## src/design/oplsq_pkg.sv

```systemverilog
// Shared types, constants and saturating fixed-point helpers for the
// orthogonal polynomial least-squares fit block. No dependencies.
package oplsq_pkg;

  localparam int MAX_SAMPLES_DEF = 256;
  localparam int MAX_DEGREE_DEF  = 5;

  localparam logic [63:0] Q_ONE   = 64'h0000_0001_0000_0000;
  localparam logic [63:0] Q_MAX   = 64'h7FFF_FFFF_FFFF_FFFF;
  localparam logic [63:0] Q_MIN   = 64'h8000_0000_0000_0000;
  localparam logic [62:0] TOL_RST = 63'd4294967;

  // Arithmetic unit operations
  typedef enum logic [1:0] {
    OP_ADD,
    OP_SUB,
    OP_MUL,
    OP_DIV
  } alu_op_t;

  // Request from the sequencer to the arithmetic unit
  typedef struct packed {
    logic        go;
    alu_op_t     op;
    logic [63:0] a;
    logic [63:0] b;
  } alu_req_t;

  // Magnitude of a two's complement value (most negative gives 2^63)
  function automatic logic [63:0] mag_of(input logic [63:0] a);
    return a[63] ? (64'd0 - a) : a;
  endfunction

  // Signed value from sign and magnitude, saturated
  function automatic logic [63:0] from_mag(input logic neg, input logic [63:0] m);
    logic [63:0] r;
    if (neg) begin
      r = m[63] ? Q_MIN : (64'd0 - m);
    end else begin
      r = m[63] ? Q_MAX : m;
    end
    return r;
  endfunction

  function automatic logic [63:0] sat_add(input logic [63:0] a, input logic [63:0] b);
    logic [64:0] s;
    logic [63:0] r;
    s = {a[63], a} + {b[63], b};
    if (s[64] != s[63]) begin
      r = s[64] ? Q_MIN : Q_MAX;
    end else begin
      r = s[63:0];
    end
    return r;
  endfunction

  function automatic logic [63:0] sat_sub(input logic [63:0] a, input logic [63:0] b);
    logic [64:0] s;
    logic [63:0] r;
    s = {a[63], a} - {b[63], b};
    if (s[64] != s[63]) begin
      r = s[64] ? Q_MIN : Q_MAX;
    end else begin
      r = s[63:0];
    end
    return r;
  endfunction

endpackage

```

## src/design/oplsq_alu.sv

```systemverilog
// Shared Q32.32 arithmetic unit: saturating add/sub, multiply from
// four 32x32 partial products, restoring divide one bit per cycle. Uses oplsq_pkg.
module oplsq_alu (
  input  logic                clk,
  input  logic                rst_n,
  input  oplsq_pkg::alu_req_t req,
  output logic                done,
  output logic [63:0]         res
);
  import oplsq_pkg::*;

  typedef enum logic [1:0] {
    A_IDLE,
    A_MUL,
    A_DIV
  } ast_t;

  localparam logic [2:0] STEP_LAST_PP = 3'd3;
  localparam logic [2:0] STEP_LAST_AD = 3'd4;
  localparam logic [6:0] DIV_FIRST    = 7'd95;
  localparam logic [6:0] DIV_SAT_BIT  = 7'd63;

  ast_t          st_r, st_nxt;
  logic          done_r, done_nxt;
  logic [63:0]   res_r, res_nxt;
  logic          neg_r, neg_nxt;
  logic [63:0]   ua_r, ua_nxt, ub_r, ub_nxt;
  logic [127:0]  acc_r, acc_nxt;
  logic [63:0]   pp_r, pp_nxt;
  logic [2:0]    step_r, step_nxt;
  logic [95:0]   dvd_r, dvd_nxt;
  logic [63:0]   rem_r, rem_nxt;
  logic [63:0]   d_r, d_nxt;
  logic [62:0]   q_r, q_nxt;
  logic [6:0]    cnt_r, cnt_nxt;

  logic [31:0]   ma, mb;
  logic [63:0]   pp_w;
  logic [127:0]  addend;
  logic [64:0]   r2, diff;
  logic          ge;
  logic [62:0]   q_w;

  // Partial product select and alignment
  always_comb begin
    case (step_r)
      3'd0:    begin ma = ua_r[31:0];  mb = ub_r[31:0];  end
      3'd1:    begin ma = ua_r[31:0];  mb = ub_r[63:32]; end
      3'd2:    begin ma = ua_r[63:32]; mb = ub_r[31:0];  end
      default: begin ma = ua_r[63:32]; mb = ub_r[63:32]; end
    endcase
    case (step_r)
      3'd1:       addend = {64'd0, pp_r};
      3'd2, 3'd3: addend = {32'd0, pp_r, 32'd0};
      default:    addend = {pp_r, 64'd0};
    endcase
  end

  assign pp_w = ma * mb;

  // Restoring divide step
  assign r2   = {rem_r, dvd_r[95]};
  assign ge   = r2 >= {1'b0, d_r};
  assign diff = r2 - {1'b0, d_r};
  assign q_w  = {q_r[61:0], ge};

  always_comb begin
    st_nxt   = st_r;
    done_nxt = 1'b0;
    res_nxt  = res_r;
    neg_nxt  = neg_r;
    ua_nxt   = ua_r;
    ub_nxt   = ub_r;
    acc_nxt  = acc_r;
    pp_nxt   = pp_r;
    step_nxt = step_r;
    dvd_nxt  = dvd_r;
    rem_nxt  = rem_r;
    d_nxt    = d_r;
    q_nxt    = q_r;
    cnt_nxt  = cnt_r;
    case (st_r)
      A_IDLE: begin
        if (req.go) begin
          case (req.op)
            OP_ADD: begin
              res_nxt  = sat_add(req.a, req.b);
              done_nxt = 1'b1;
            end
            OP_SUB: begin
              res_nxt  = sat_sub(req.a, req.b);
              done_nxt = 1'b1;
            end
            OP_MUL: begin
              neg_nxt  = req.a[63] ^ req.b[63];
              ua_nxt   = mag_of(req.a);
              ub_nxt   = mag_of(req.b);
              // rounding constant preloaded
              acc_nxt  = 128'h8000_0000;
              step_nxt = 3'd0;
              st_nxt   = A_MUL;
            end
            OP_DIV: begin
              if (req.b == 64'd0) begin
                if (req.a == 64'd0) begin
                  res_nxt = 64'd0;
                end else begin
                  res_nxt = req.a[63] ? Q_MIN : Q_MAX;
                end
                done_nxt = 1'b1;
              end else begin
                neg_nxt = req.a[63] ^ req.b[63];
                d_nxt   = mag_of(req.b);
                dvd_nxt = {mag_of(req.a), 32'd0};
                rem_nxt = 64'd0;
                q_nxt   = 63'd0;
                cnt_nxt = DIV_FIRST;
                st_nxt  = A_DIV;
              end
            end
            default: begin
              done_nxt = 1'b1;
            end
          endcase
        end
      end
      A_MUL: begin
        if (step_r <= STEP_LAST_PP) begin
          pp_nxt = pp_w;
        end
        if (step_r != 3'd0 && step_r <= STEP_LAST_AD) begin
          acc_nxt = acc_r + addend;
        end
        step_nxt = step_r + 3'd1;
        if (step_r > STEP_LAST_AD) begin
          if (acc_r[127:96] != 32'd0) begin
            res_nxt = neg_r ? Q_MIN : Q_MAX;
          end else begin
            res_nxt = from_mag(neg_r, acc_r[95:32]);
          end
          done_nxt = 1'b1;
          st_nxt   = A_IDLE;
        end
      end
      A_DIV: begin
        dvd_nxt = {dvd_r[94:0], 1'b0};
        cnt_nxt = cnt_r - 7'd1;
        rem_nxt = ge ? diff[63:0] : r2[63:0];
        if (ge && cnt_r >= DIV_SAT_BIT) begin
          res_nxt  = neg_r ? Q_MIN : Q_MAX;
          done_nxt = 1'b1;
          st_nxt   = A_IDLE;
        end else begin
          q_nxt = q_w;
          if (cnt_r == 7'd0) begin
            res_nxt  = from_mag(neg_r, {1'b0, q_w});
            done_nxt = 1'b1;
            st_nxt   = A_IDLE;
          end
        end
      end
      default: begin
        st_nxt = A_IDLE;
      end
    endcase
  end

  always_ff @(posedge clk) begin
    if (!rst_n) begin
      st_r   <= A_IDLE;
      done_r <= 1'b0;
    end else begin
      st_r   <= st_nxt;
      done_r <= done_nxt;
    end
    res_r  <= res_nxt;
    neg_r  <= neg_nxt;
    ua_r   <= ua_nxt;
    ub_r   <= ub_nxt;
    acc_r  <= acc_nxt;
    pp_r   <= pp_nxt;
    step_r <= step_nxt;
    dvd_r  <= dvd_nxt;
    rem_r  <= rem_nxt;
    d_r    <= d_nxt;
    q_r    <= q_nxt;
    cnt_r  <= cnt_nxt;
  end

  assign done = done_r;
  assign res  = res_r;

endmodule

```

## config.mk

```make
export PLATFORM = sky130hd
export DESIGN_NAME = oplsq_alu
export DESIGN_NICKNAME = d
export VERILOG_FILES = /design/src/design/oplsq_pkg.sv /design/src/design/oplsq_alu.sv
export SDC_FILE = /design/constraint.sdc
export NUM_CORES = 2
export LEC_CHECK = 0
export ABC_AREA = 1
export BUFFER_PORTS_ARGS = -buffer_cell sky130_fd_sc_hd__buf_2
export CORE_ASPECT_RATIO = 1.1
export CORE_UTILIZATION = 40
export DETAILED_ROUTE_END_ITERATION = 10
export PLACE_DENSITY = 0.66
export SLEW_MARGIN = 40
export SYNTH_ARGS = -nofsm -noshare
export SYNTH_HDL_FRONTEND = slang
export SYNTH_SLANG_ARGS = --single-unit
```

## constraint.sdc

```tcl
create_clock -name clk -period 14.4 [get_ports clk]
set_clock_uncertainty 0.2 [all_clocks]
set_input_delay 0.72 -clock clk [delete_from_list [all_inputs] [get_ports clk]]
set_output_delay 0.72 -clock clk [all_outputs]
set_load 0.02 [all_outputs]
```

# Word level (Yosys, flattened, before mapping)
# Index checks and enable logic that the tools add are counted.
# classes
n_addsub,10
n_mul,1
order_cmp,5
eq_ne,23
n_mux,65
bitwise_logic,2
n_reduce_logical,28
# ops
operator,count
$mux 64,22
$pmux 128 s2,2
$mux 128,3
$pmux 64 s3,2
$mux 96,3
$mux 62,4
$pmux 96 s2,1
$sub 1x64->64 const A,3
$add 128x128->128,1
$logic_not 64->1,2
$pmux 64 s2,1
$pmux 62 s2,1
$add 64x64->65,1
$ge 65x64->1,1
$sub 64x64->65,1
$mul 32x32->64,1
$mux 32,2
$sub 1x63->64 const A,1
$sub 64x64->64,1
$mux 63,1
$reduce_bool 32->1,1
$mux 7,3
$reduce_and 4->1,4
$pmux 7 s2,1
37 further kinds,71
# totals
ff_bits,684
out_inout_bits,65

# Longest topological paths before layout
# logic_depth
word_depth,6
ltp_mapped,41

# Least setup slack after synthesis
# OpenSTA, ideal clock, no wires.
# synth_timing
path_kind,in2reg
startpoint,input port req[1] (netlist name)
endpoint,"register q_r[0], enable pin"
setup_time_ns,0.416
t_arrival_ns,10.169
required_time_ns,13.784
setup_slack_ns,3.615
cell_stages,9
n_path_buf,0
path_cell_list,inv_1 ha_1 nand3_1 nor4_1 nand3_1 nand2_1 o22ai_1 o21ai_0 inv_1
# synth_via
elab_chain_cells,3
# synth_lines
element,line_no,source
from (decl),oplsq_alu.sv:6,"input oplsq_pkg::alu_req_t req,"
$logic_not 64->1,oplsq_alu.sv:104,if (req.b == 64'd0) begin
$ne 2x2->1 (no line),n/a,
$reduce_and 5->1 (no line),n/a,
to (signal assigned),oplsq_alu.sv:186,q_r <= q_nxt;
to (decl),oplsq_alu.sv:34,"logic [62:0] q_r, q_nxt;"
# No other way between the ends.
# A chain may end at the register's enable or synchronous reset.

# Final worst setup path
# layout_timing
startpoint,register step_r[1]
endpoint,register pp_r[63] (data pin)
# layout_via
elab_chain_cells,4
# layout_lines
element,line_no,source
from (decl),oplsq_alu.sv:30,"logic [2:0] step_r, step_nxt;"
from (signal assigned),oplsq_alu.sv:182,step_r <= step_nxt;
$eq 3x1->1 (tied with other cells),oplsq_alu.sv:46,case (step_r)
$reduce_or 2->1 (no line),n/a,
$mux 32,oplsq_alu.sv:46,
$mul 32x32->64 (*),oplsq_alu.sv:59,assign pp_w = ma * mb;
net pp_w[63],oplsq_alu.sv:38,logic [63:0] pp_w;
to (signal assigned),oplsq_alu.sv:181,pp_r <= pp_nxt;
to (decl),oplsq_alu.sv:29,"logic [63:0] pp_r, pp_nxt;"
# The timed path passes the listed nets; every way through them passes the cells marked *.

==> impl_metrics.yaml <==
timing:
  finalSetupViolCount: 0
  period_needed_ns: 10.40
  max_slew_margin: 0.3466
  finalCritPeriodShare: 0.7224
  worst_slew_pin_slew_ns: 0.9790
  tns_ns: 0
  max_freq_ghz: 0.09613
  finalHoldViolCount: 0
  grt_setup_unrepaired: "no"
  hold_ws_ns: 0.07261
  drv_slew: 0
grt:
  grt_pass1_wl_um: 568800
  grt_pass1_vias: 86140
  grt.overflow.total: 0
  grt_max_degree: 123
  track_usage: 0.3363
  antenna_found_initial: 43
drt:
  wl_um: 391500
  drt_pass1_iterations: 8
  num_vias: 86840
  detail-route-antenna-nets: 0
  highest_layer: "met5"
  met1Wirelength_um: 149800
  met3_length_um: 35320
  wire_per_inst_um: 25.32
  wl_met2_um: 171600
  remaining_drc_errors: 0
  avgViaCountPerCell: 5.616
  drt_iter0_drc: 9229
die:
  pin_count: 198
  fp.dieArea_um2: 230300
  dieWidth_um: 457.6
  chipHeight_um: 503.2
  core_area_um2: 226500
  rows: 183
  initial_utilization: 0.4034
placement:
  io_buffers: 197
  hpwl_um: 322100
  gp_congestion: 1.075
clock_tree:
  clock_latency_ns: 0.74
  cts.repair.resized: 0
  post-cts-setup-buffers: 0
  cts_root_buf: "clkbuf_16"
  ctsHoldBuffers: 0
  cts_buffers: 77
  htree_num_levels: 3
  path_clk_slew_ns: 0.07
  cts_tree: "yes"
  clock_path_buffers: 3
  clock-sinks: 652
synthesis:
  syn_inst: 12400
  synth_cell_type_count: 72
  seq_area_frac_synth: 0.2140
  synth_common_cells: "inv_1, nand2_1, nor2_1"
  synth_area_um2: 91350
  synth_fp_nets: 14030
  ys.flop_type: "edfxtp_1"
  synth_most_common_cell: "inv_1"
  yosys_warnings: 0
  synth_top_area_frac: 0.2133
  synth_seq_cells: 652
  synth_edf_count: 649
  synth.largest_area_cell: "edfxtp_1"
  synth-async-reset-ratio: 0
  synth_area_per_cell_um2: 7.370
  synth_area_leaders: "edfxtp_1, fa_1, inv_1"
cells_and_area:
  fill_cells: 23800
  drive_gt1_frac: 0.05018
  final_nets: 14050
  area_growth_pct: 7.629
critical_path:
  cp_slowest_cell: "fa_1"
  cp.required_ns: 14.66
  endpoint_kind: "flip-flop"
  critPathMaxStageDelay_ns: 0.81
  cp_max_fo: 66
  crit_type: "flip-flop to flip-flop"
  crit_arrival_ns: 10.66
  cp-start-kind: "flip-flop"
run_status:
  status: "finished clean"
run:
  drv_cap: 0
hold_path:
  hold_path.class: "primary input to flip-flop"
cell usage in the layout, fill, tap and decap left out, types with 20 or more instances in the layout:
cell type	n
buf_2	197
fa_1	900
nor2_1	1892
xor2_1	306
o21a_1	73
inv_1	2400
xnor2_1	94
o21ai_1	113
o21bai_1	57
nor4_1	106
a31oi_1	90
ha_1	598
clkbuf_16	79
a21boi_0	34
clkinv_1	28
a21oi_1	880
nand4_1	90
nand3b_1	20
diode_2	26
o21ai_2	20
buf_4	113
nand2_2	23
o211ai_1	26
edfxtp_1	649
nand3_1	363
nor3_1	126
inv_2	52
nand2_1	2096
o21ai_0	658
a21o_1	62
o22ai_1	73
flip-flops by register name, summed over array words and instances, names as in the netlist, 64 cells and up:
register	flops
pp_r	64
ub_r	64
d_r	64
rem_r	64
ua_r	64
acc_r	128
dvd_r	64
res	64
cell type report:
class	count	area (um2)	area share
Inverter	2471	9291	0.09450
Tap cell	2960	3704	0.03767
Antenna cell	26	65.06	0.0006618
Multi-Input combinational cell	8891	60950	0.6200
Clock buffer	91	2022	0.02057
Sequential cell	652	19550	0.1988
Timing Repair Buffer	322	2021	0.02055
Clock inverter	49	711.9	0.007241
per-stage QoR:
step                instance area [um2]    util  instances  setup WS, ns
finish                            98320  0.4342      15460         3.997
global route                      98290  0.4340      15450         3.312
CTS                               98220  0.4337      15440         3.947
detailed placement                95490  0.4217      15300         3.964
global placement                  95380  0.4212      15290         4.070
floorplan                         91350       -      12400         3.615
worst paths after layout:
check / startpoint / end / slack, ns / cells after the start
setup / recovery: step_r[1]$_SDFFCE_PN0P_ / pp_r[63]$_DFFE_PP_ / 4.00 / 35
setup reg to reg: step_r[1]$_SDFFCE_PN0P_ / pp_r[63]$_DFFE_PP_ / 4.00 / 35
hold / removal: rst_n / st_r[1]$_SDFFE_PN0P_ / 0.07 / 2
hold reg to reg: dvd_r[42]$_DFFE_PP_ / dvd_r[43]$_DFFE_PP_ / 0.30 / 2
metal layers:
layer  up-vias  track usage
met3      1135      0.06749
met5         -            0
met1     41750       0.4109
met2      4484       0.5253
li1      39450            -
met4        20       0.2524
cells by family (layout without fill, tap and decap cells):
kind of cell,after synthesis,count (layout),synth area share
AOI/OAI and AO/OA,2191,2191,0.1337
xor gates and xnor gates,400,400,0.03835
adders and majority gates,1500,1500,0.2794
buffers and inverters,2852,2933,0.1204
DFF,652,652,0.2140
other,0,26,0
and+or+nand+nor,4800,4800,0.2141
critical path, delay by kind of cell (launching register included):
kind	cells	cell delay (ns)
simple gates	11	1.53
fa+ha+maj	10	4.61
xor+xnor	1	0.07
flops	1	0.42
buf+inv	11	2.53
compound gates	2	0.74
Power is not shown: default switching activity piles up to over one toggle a cycle in this logic, so the estimate is an artifact.
